**config.mk**
```make
export PLATFORM = sky130hd
export DESIGN_NAME = bitonic_sorter
export DESIGN_NICKNAME = d
export VERILOG_FILES = /design/src/bs_pkg.sv /design/src/bs_cex.sv /design/src/bs_seq.sv /design/src/bitonic_sorter.sv
export SDC_FILE = /design/constraint.sdc
export NUM_CORES = 1
export LEC_CHECK = 0
export ABC_CLOCK_PERIOD_IN_PS = 6300
export BUFFER_PORTS_ARGS = -buffer_cell sky130_fd_sc_hd__buf_4
export CAP_MARGIN = 20
export CORE_ASPECT_RATIO = 1.5
export CORE_MARGIN = 2
export CORE_UTILIZATION = 47
export CTS_CLUSTER_DIAMETER = 50
export DETAILED_ROUTE_END_ITERATION = 10
export SYNTH_ARGS = -nofsm -noshare
export SYNTH_HDL_FRONTEND = slang
export SYNTH_SLANG_ARGS = --single-unit
```
**constraint.sdc**
```tcl
create_clock -name clk -period 6.3 [get_ports clk]
set_input_delay 1.26 -clock clk [delete_from_list [all_inputs] [get_ports clk]]
set_output_delay 1.26 -clock clk [all_outputs]
set_load 0.1 [all_outputs]
```
**src/bs_pkg.sv**
```systemverilog
// ----------------------------------------------------------------------------
// Bitonic sorter package
// Shared sizes, the write source select and the control bundle that the
// sequencer hands to the datapath.
// ----------------------------------------------------------------------------
`default_nettype none

package bs_pkg;

	localparam int NUM_ELEMENTS = 16;
	localparam int DATA_W       = 32;
	localparam int IDX_W        = $clog2(NUM_ELEMENTS);
	localparam int KEXP_W       = $clog2(IDX_W + 1);

	typedef logic signed [DATA_W-1:0] data_t;
	typedef logic [IDX_W-1:0]         idx_t;

	typedef enum logic [1:0] {
		WSEL_IN     = 2'd0,
		WSEL_FIRST  = 2'd1,
		WSEL_SECOND = 2'd2
	} wsel_t;

	typedef struct packed {
		logic  we;
		idx_t  waddr;
		wsel_t wsel;
		logic  re;
		idx_t  raddr_a;
		idx_t  raddr_b;
		logic  up;
	} ctrl_t;

endpackage

`default_nettype wire

```
**src/bs_cex.sv**
```systemverilog
// ----------------------------------------------------------------------------
// Bitonic sorter compare-exchange unit
// Orders one pair of signed elements; an ascending pair puts the smaller
// value first, a descending pair the larger.
// ----------------------------------------------------------------------------
`default_nettype none

module bs_cex
	import bs_pkg::*;
(
	input  data_t a,
	input  data_t b,
	input  logic  up,
	output data_t first,
	output data_t second
);

	logic exch;

	always_comb begin
		if (up) begin
			exch = a > b;
		end else begin
			exch = b > a;
		end
		first  = exch ? b : a;
		second = exch ? a : b;
	end

endmodule

`default_nettype wire

```
**src/bs_seq.sv**
```systemverilog
// ----------------------------------------------------------------------------
// Bitonic sorter sequencer
// Counts the load, walks the network pair by pair and steps the emit.
// ----------------------------------------------------------------------------
`default_nettype none

module bs_seq
	import bs_pkg::*;
(
	input  logic  clk,
	input  logic  arst_n,
	input  logic  in_valid,
	output logic  in_stall,
	output logic  out_valid,
	input  logic  out_stall,
	output logic  out_last,
	output ctrl_t ctrl
);

	typedef enum logic [5:0] {
		S_LOAD  = 6'b000001,
		S_RD    = 6'b000010,
		S_WR1   = 6'b000100,
		S_WR2   = 6'b001000,
		S_EMRD  = 6'b010000,
		S_EMOUT = 6'b100000
	} state_t;

	localparam idx_t IDX_LAST  = IDX_W'(NUM_ELEMENTS - 1);
	localparam idx_t PAIR_LAST = IDX_W'(NUM_ELEMENTS / 2 - 1);
	localparam logic [KEXP_W-1:0] KEXP_LAST = KEXP_W'(IDX_W);

	state_t            state_q;
	idx_t              cnt_q;
	idx_t              m_q;
	logic [KEXP_W-1:0] kexp_q;
	logic [KEXP_W-1:0] jexp_q;

	logic [IDX_W:0] m_ext;
	logic [IDX_W:0] pos_bit;
	logic [IDX_W:0] low_mask;
	logic [IDX_W:0] i_ext;
	logic [IDX_W:0] k_bit;
	idx_t           addr_a;
	idx_t           addr_b;

	always_comb begin
		m_ext    = {1'b0, m_q};
		pos_bit  = (IDX_W + 1)'(1) << jexp_q;
		low_mask = pos_bit - (IDX_W + 1)'(1);
		i_ext    = ((m_ext & ~low_mask) << 1) | (m_ext & low_mask);
		k_bit    = (IDX_W + 1)'(1) << kexp_q;
		addr_a   = i_ext[IDX_W-1:0];
		addr_b   = addr_a | pos_bit[IDX_W-1:0];
	end

	always_ff @(posedge clk or negedge arst_n) begin
		if (!arst_n) begin
			state_q <= S_LOAD;
			cnt_q   <= '0;
			m_q     <= '0;
			kexp_q  <= KEXP_W'(1);
			jexp_q  <= '0;
		end else begin
			unique case (state_q)
				S_LOAD: begin
					if (in_valid) begin
						cnt_q <= cnt_q + IDX_W'(1);
						if (cnt_q == IDX_LAST) begin
							state_q <= S_RD;
							m_q     <= '0;
							kexp_q  <= KEXP_W'(1);
							jexp_q  <= '0;
						end
					end
				end
				S_RD: begin
					state_q <= S_WR1;
				end
				S_WR1: begin
					state_q <= S_WR2;
				end
				S_WR2: begin
					state_q <= S_RD;
					if (m_q == PAIR_LAST) begin
						m_q <= '0;
						if (jexp_q == '0) begin
							if (kexp_q == KEXP_LAST) begin
								state_q <= S_EMRD;
							end else begin
								kexp_q <= kexp_q + KEXP_W'(1);
								jexp_q <= kexp_q;
							end
						end else begin
							jexp_q <= jexp_q - KEXP_W'(1);
						end
					end else begin
						m_q <= m_q + IDX_W'(1);
					end
				end
				S_EMRD: begin
					state_q <= S_EMOUT;
				end
				S_EMOUT: begin
					if (!out_stall) begin
						cnt_q   <= cnt_q + IDX_W'(1);
						state_q <= (cnt_q == IDX_LAST) ? S_LOAD : S_EMRD;
					end
				end
				default: begin
					state_q <= S_LOAD;
				end
			endcase
		end
	end

	always_comb begin
		ctrl.we      = 1'b0;
		ctrl.waddr   = addr_a;
		ctrl.wsel    = WSEL_FIRST;
		ctrl.re      = 1'b0;
		ctrl.raddr_a = addr_a;
		ctrl.raddr_b = addr_b;
		ctrl.up      = (i_ext & k_bit) == '0;
		unique case (state_q)
			S_LOAD: begin
				ctrl.we    = in_valid;
				ctrl.waddr = cnt_q;
				ctrl.wsel  = WSEL_IN;
			end
			S_RD: begin
				ctrl.re = 1'b1;
			end
			S_WR1: begin
				ctrl.we = 1'b1;
			end
			S_WR2: begin
				ctrl.we    = 1'b1;
				ctrl.waddr = addr_b;
				ctrl.wsel  = WSEL_SECOND;
			end
			S_EMRD: begin
				ctrl.re      = 1'b1;
				ctrl.raddr_a = cnt_q;
			end
			default: begin
			end
		endcase
	end

	assign in_stall  = state_q != S_LOAD;
	assign out_valid = state_q == S_EMOUT;
	assign out_last  = cnt_q == IDX_LAST;

	// A result is never offered while an element can be loaded.
	assert property (@(posedge clk) disable iff (!arst_n) out_valid |-> in_stall)
		else $error("result offered during load");

	// Loading the final element starts the network.
	assert property (@(posedge clk) disable iff (!arst_n)
		(in_valid && !in_stall && cnt_q == IDX_LAST) |=> (state_q == S_RD))
		else $error("network did not start after the final element");

	// The transfer of the last result reopens the input.
	assert property (@(posedge clk) disable iff (!arst_n)
		(out_valid && !out_stall && out_last) |=> !in_stall)
		else $error("input not reopened after the last result");

	// The two elements of a pair are always distinct entries.
	assert property (@(posedge clk) disable iff (!arst_n)
		(state_q == S_RD) |-> (addr_a != addr_b))
		else $error("compare-exchange pair addresses collide");

endmodule

`default_nettype wire

```
**src/bitonic_sorter.sv**
```systemverilog
// ----------------------------------------------------------------------------
// Bitonic sorter
// Loads a batch of signed elements, sorts them with a bitonic network on one
// compare-exchange unit and streams them out in ascending order.
// ----------------------------------------------------------------------------
// Load: one element per cycle; in_stall stays low until the batch is full.
// Sort: NUM_ELEMENTS/2 * log2(N) * (log2(N)+1)/2 pairs, each done as read
// both, write first, write second, set by the single write port of the
// element store.
// Emit: a result is read from the store and held while out_stall is high.
// Reset clears the sequencer and load count; the store content is undefined.
// ----------------------------------------------------------------------------
`default_nettype none

module bitonic_sorter
	import bs_pkg::*;
(
	input  logic  clk,
	input  logic  arst_n,
	input  logic  in_valid,
	output logic  in_stall,
	input  data_t value,
	output logic  out_valid,
	input  logic  out_stall,
	output data_t sorted_value,
	output logic  last
);

	ctrl_t ctrl;
	data_t mem_q [NUM_ELEMENTS];
	data_t rdata_a_q;
	data_t rdata_b_q;
	data_t second_q;
	data_t cex_first;
	data_t cex_second;
	data_t wdata;

	bs_seq u_seq (
		.clk       (clk),
		.arst_n    (arst_n),
		.in_valid  (in_valid),
		.in_stall  (in_stall),
		.out_valid (out_valid),
		.out_stall (out_stall),
		.out_last  (last),
		.ctrl      (ctrl)
	);

	bs_cex u_cex (
		.a      (rdata_a_q),
		.b      (rdata_b_q),
		.up     (ctrl.up),
		.first  (cex_first),
		.second (cex_second)
	);

	always_comb begin
		case (ctrl.wsel)
			WSEL_IN:     wdata = value;
			WSEL_FIRST:  wdata = cex_first;
			WSEL_SECOND: wdata = second_q;
			default:     wdata = value;
		endcase
	end

	always_ff @(posedge clk) begin
		if (ctrl.we) begin
			mem_q[ctrl.waddr] <= wdata;
		end
		if (ctrl.re) begin
			rdata_a_q <= mem_q[ctrl.raddr_a];
			rdata_b_q <= mem_q[ctrl.raddr_b];
		end
		if (ctrl.we && ctrl.wsel == WSEL_FIRST) begin
			second_q <= cex_second;
		end
	end

	assign sorted_value = rdata_a_q;

endmodule

`default_nettype wire
```
# After elaboration in Yosys (flattened, before gate mapping)
# Memory sizes are Yosys's and may differ from the RTL's. A register that Yosys moved wholly into a read port is not among the register bits.
# Cells that the tools add are included.
[word_totals]
register_bits = 52
ram_bits = 512
input_bits = 36
elab_cells = 90
n_memories = 1
[classes]
add_sub_neg = 5
n_lt_le_gt_ge = 2
n_eq_ne = 19
shifts = 2
mux = 37
bitwise = 6
n_reduce_logical = 12
[mem_list]
columns = ["name", "depth", "width", "rd", "rd_ports_with_merged_regs", "write_ports", "line_no", "text"]
rows = [
  ["mem_q", 16, 32, 2, 2, 1, "bitonic_sorter.sv:30", "data_t mem_q [NUM_ELEMENTS];"],
]
[op_table]
columns = ["cell", "n"]
rows = [
  ["$gt A32 B32 Y1", 2],
  ["$mux W32", 2],
  ["$pmux W32 S2", 1],
  ["$pmux W6 S6", 1],
  ["$mux W3", 10],
  ["$mux W6", 5],
  ["$mux W4", 6],
  ["$pmux W4 S2", 2],
  ["$pmux W3 S2", 2],
  ["$pmux W6 S2", 1],
  ["$mux W5", 2],
  ["$shl A1 B3 Y5 const A", 2],
  ["$reduce_and A3 Y1", 3],
  ["$add A4 B1 Y4 const B", 2],
  ["$ne A2 B2 Y1 const B", 4],
  ["$eq A6 B1 Y1 const B", 1],
  ["$eq A6 B2 Y1 const B", 1],
  ["$eq A6 B3 Y1 const B", 1],
  ["$eq A6 B4 Y1 const B", 1],
  ["$eq A6 B5 Y1 const B", 1],
  ["$eq A6 B6 Y1 const B", 1],
  ["$ne A6 B1 Y1 const B", 1],
  ["$reduce_and A6 Y1", 1],
  ["$and A4 B5 Y5", 1],
  ["other kinds (23)", 29],
]

# Longest topological paths before layout
[logic_depth]
ltp_word = 10
depth_mapped = 14
depth_no_buf = 12

# By module
# Synthesis repeated with hierarchy kept, for this count alone.
[unflattened]
cells_unflattened = 1661
hier_area_um2 = 29963.7
[by_module_without_submodules]
columns = ["mod", "instances", "cells_each", "area_each_um2"]
rows = [
  ["bitonic_sorter", 1, 1288, 26399.1],
  ["bs_cex", 1, 191, 1913.1],
  ["bs_seq", 1, 182, 1651.6],
]

# Worst setup path after synthesis
# No wires, ideal clock.
[synth_timing]
path_kind = "register to register"
start = "register u_seq.jexp_q[0]"
end = "memory mem_q[0][0] (netlist name) (enable)"
arrival_time_ps = 3964
required_ps = 5879
setup_slack_ps = 1915
stages_incl_launch_ff = 15
path_buffers = 2
path_cell_list = "dfrtp_1 inv_1 ha_1 nor2b_4 inv_2 ha_1 nor2b_1 a21o_1 nand2b_1 buf_2 buf_2 a221oi_1 nor2b_1 nand2_1 nor2_1"
[synth_via]
elab_chain_len = 7
[synth_rtl]
columns = ["item", "line_no", "text"]
rows = [
  ["start, declared", "bs_seq.sv:37", "logic [KEXP_W-1:0] jexp_q;"],
  ["start signal, assigned", "bs_seq.sv:92", "jexp_q <= kexp_q;"],
  ["start signal, assigned", "bs_seq.sv:95", "jexp_q <= jexp_q - KEXP_W'(1);"],
  ["$shl A1 B3 Y5 (*)", "bs_seq.sv:49", "pos_bit = (IDX_W + 1)'(1) << jexp_q;"],
  ["$sub A5 B1 Y5", "bs_seq.sv:50", "low_mask = pos_bit - (IDX_W + 1)'(1);"],
  ["$not A4 Y4", "bs_seq.sv:51", "i_ext = ((m_ext & ~low_mask) << 1) | (m_ext & low_mask);"],
  ["$and A4 B4 Y4", "bs_seq.sv:51", ""],
  ["$or A5 B5 Y5", "bs_seq.sv:51", ""],
  ["$or A4 B4 Y4", "bs_seq.sv:54", "addr_b = addr_a | pos_bit[IDX_W-1:0];"],
  ["$pmux W6 S2 (*)", "bs_seq.sv:125", "unique case (state_q)"],
  ["end, declared", "bitonic_sorter.sv:30", ""],
]
# Mark *: on every way between the ends. The rest lies on a longest branch, timed or not.

# Worst setup path after layout
[layout_timing]
start = "register rdata_a_q[31], in the netlist sorted_value[31], read port of mem_q"
end = "memory mem_q[8][0] (netlist name), data pin"
[layout_via]
elab_chain_len = 4
[layout_rtl]
columns = ["item", "line_no", "text"]
rows = [
  ["start, declared", "bitonic_sorter.sv:31", "data_t rdata_a_q;"],
  ["$gt A32 B32 Y1, on equally long branches", "bs_cex.sv:24, bs_cex.sv:22", ""],
  ["$mux W1 (*)", "bs_cex.sv:21", "if (up) begin"],
  ["$mux W32 (*)", "bs_cex.sv:26", "first = exch ? b : a;"],
  ["$pmux W32 S2 (*)", "bitonic_sorter.sv:58", "case (ctrl.wsel)"],
  ["via wdata[0]", "bitonic_sorter.sv:36", "data_t wdata;"],
]
# Mark *: on every way through the listed nets, which the timed path passes. The rest lies on a longest branch.

==> impl_metrics.py <==
metrics = {
    "global_routing": {
        "grt_max_degree": 189,
        "grt_overflow": 0,
        "grt_use_total": 0.283,
        "grt_first_pass_wirelength_um": 138000,
        "grt_pass1_vias": 21500,
        "antenna_found_initial": 0,
    },
    "cells_and_area": {
        "stdcell_count": 3145,
        "area_growth_pct": 11.2,
        "nNetsFinal": 2308,
        "fin_util": 0.529,
        "layout_common_cells": "608 x edfxtp_1, 359 x nand2_1, 193 x a211oi_1",
        "n_antenna_cell": 0,
        "layout_commonest_cell": "edfxtp_1",
        "stdcell_area_mm2": 0.0341,
        "drive_above_1_share": 0.180,
        "nFillCells": 5296,
    },
    "critical_path": {
        "critPathLaunchType": "register",
        "crit_chain": "inv_1 -> ha_1 -> inv_1 -> nor4_1 -> nor3b_2 -> o32a_1 -> mux2i_4 -> mux2i_4 -> buf_12 -> buf_4 -> a221o_1",
        "slowest_delay_ns": 0.59,
        "endpoint_kind": "register",
        "cp.buffers_inverters": 4,
        "crit_slowest_cell": "a221o_1",
        "required_ns": 6.65,
        "worst_path_dominant_cell_family": "simple AND/OR/NAND/NOR gates",
        "cp_max_fo": 16,
        "worstPathArrival_ns": 5.12,
        "worstSetupPathType": "register to register",
    },
    "floorplanning": {
        "die_area_mm2": 0.0673,
        "ios": 71,
        "die_h_um": 317,
        "dieWidth_um": 213,
        "core_mm2": 0.0645,
        "rows": 114,
        "start_util": 0.475,
    },
    "logic_synthesis": {
        "synth_cell_types": 62,
        "synth-seq-cells": 628,
        "synth_fa_ha_area_frac": 0.0184,
        "synth_top_area_cell": "edfxtp_1",
        "yosys.area_share.xor_xnor": 0.00143,
        "synth_top_family_by_area": "compound AO/OA/AOI/OAI gates",
        "yosys.area_share.simple": 0.0929,
        "netlist_area_mm2": 0.0307,
        "avgSynthCellArea_um2": 13.7,
        "synth_edf_count": 608,
        "ys_seq_area_frac": 0.612,
        "synthArstFlopShare": 0.0318,
        "synth-compound-area-share": 0.130,
        "synth-warning-count": 0,
        "syn_inst": 2237,
        "synthMuxAreaShare": 0.114,
        "synth.top_cell.area_share": 0.596,
        "synth_nets": 2318,
        "ys_top_cells_by_area": "edfxtp_1 60%, mux4_2 9.4%, a211oi_1 4.7%, nand2_1 4.4%, and3_1 2.7%",
        "ys.flop_type": "edfxtp_1",
    },
    "clock_tree": {
        "cts_inserted_buffers": 59,
        "holdBufCountCts": 0,
        "htreeDepth": 2,
        "clkTransAtPathRegs_ns": 0.06,
        "post_cts_buffers": 0,
        "cts-root-buf": "clkbuf_16",
        "cts_resized": 0,
        "cts.sinks": 628,
        "cts_buffer_depth": 3,
        "clk_latency_ns": 0.64,
        "tritoncts": "built",
    },
    "routing": {
        "avgViaCountPerCell": 6.74,
        "routed_wl_um": 95400,
        "wl_per_cell_um": 30.3,
        "first_pass_iters": 6,
        "drc_errors": 0,
        "vias": 21200,
        "antenna_left": 0,
        "drt-initial-drc-count": 2294,
    },
    "timing": {
        "finalHoldViolations": 0,
        "min_period_ns": 4.78,
        "finClkSkew_ns": 0.0252,
        "maxSlewViolCount": 0,
        "period_share": 0.758,
        "fmax_mhz": 209,
        "hold_ws_ns": 0.508,
        "fin_tns_setup_ns": 0,
        "rsz0062_at_grt": "no",
        "tightest_slew_ns": 1.18,
        "maxSlewHeadroom": 0.210,
        "setup_viol": 0,
        "fin_ws_ns": 1.52,
    },
    "power": {
        "irDropWorstVdd_v": 0.000573,
        "p_leak_nw": 11.4,
        "power_density_mw_per_mm2": 514,
        "power_mw": 17.5,
    },
    "placement": {
        "hpwl_um": 50800,
        "place_area_mm2": 0.0321,
        "gp_congestion": 0.840,
        "place_inst": 3036,
        "port_buffers": 70,
        "place_ws_ns": 1.58,
    },
    "hold_path": {
        "hp-class": "primary input to async pin",
    },
    "flow_run": {
        "drv_cap": 0,
    },
    "outcome": {
        "status": "complete, no violations",
    },
}
[layout make-up]
cell class / count / area [um^2] / area share
clock buffers: 71 / 1520 / 0.0446
clock inverters: 38 / 432 / 0.0127
inverters: 42 / 158 / 0.00462
multi-input cells: 1378 / 11200 / 0.327
flip-flops and latches: 628 / 18800 / 0.550
well taps: 870 / 1090 / 0.0319
repair buffers: 118 / 973 / 0.0286
[cells in the mapped netlist, types with 18 or more instances]
cell / count
mux4_2: 128
a211oi_1: 193
a31oi_1: 97
inv_1: 41
mux2_4: 32
buf_2: 34
clkbuf_1: 124
edfxtp_1: 608
a21oi_1: 78
ha_1: 45
and2_1: 35
and3_1: 131
nor2_1: 36
a221o_1: 34
nand2_1: 360
o21ai_0: 22
buf_1: 25
a22o_1: 34
dfrtp_1: 18
a311oi_1: 64
[sequential cells by signal, summed over array words and instances (netlist names)]
register,count
mem_q,512
rdata_b_q,32
second_q,32
sorted_value,32
u_seq.state_q,6
u_seq.cnt_q,4
u_seq.m_q,4
u_seq.jexp_q,3
u_seq.kexp_q,3
[cell families after synthesis]
family | count (synthesis)
fa+ha+maj | 45
simple gates | 608
flops | 628
xor+xnor | 5
compound gates | 549
buf+inv | 231
mux | 171
[layer usage]
metal,part of all wire,GRT usage,vias up
met5,0,0,-
met4,0.049,0.134,0
met3,0.080,0.0456,262
met2,0.50,0.489,1083
met1,0.37,0.348,10900
li1,-,-,8929
[path summary, 6_finish.rpt]
kind / start / end / slack, ns / depth (start not counted)
setup / recovery: sorted_value[31] / mem_q[8][0] / 1.52 / 11
hold / removal: arst_n / u_seq.kexp_q[1] / 0.51 / 1
setup reg to reg: sorted_value[31] / mem_q[8][0] / 1.52 / 11
hold reg to reg: u_seq.m_q[3] / u_seq.m_q[3] / 0.56 / 1
max in group asynchronous: arst_n / u_seq.state_q[0] / 5.52 / 1
min in group clk: u_seq.m_q[3] / u_seq.m_q[3] / 0.56 / 1
[power breakdown]
| part | leakage [nW] | switching [mW] | internal, mW |
|---|---|---|---|
| logic | 4.74 | 5.14 | 2.92 |
| clock network | 0.951 | 1.59 | 2.09 |
| registers | 5.75 | 0.225 | 5.57 |
(Power assumes the default switching activity.)
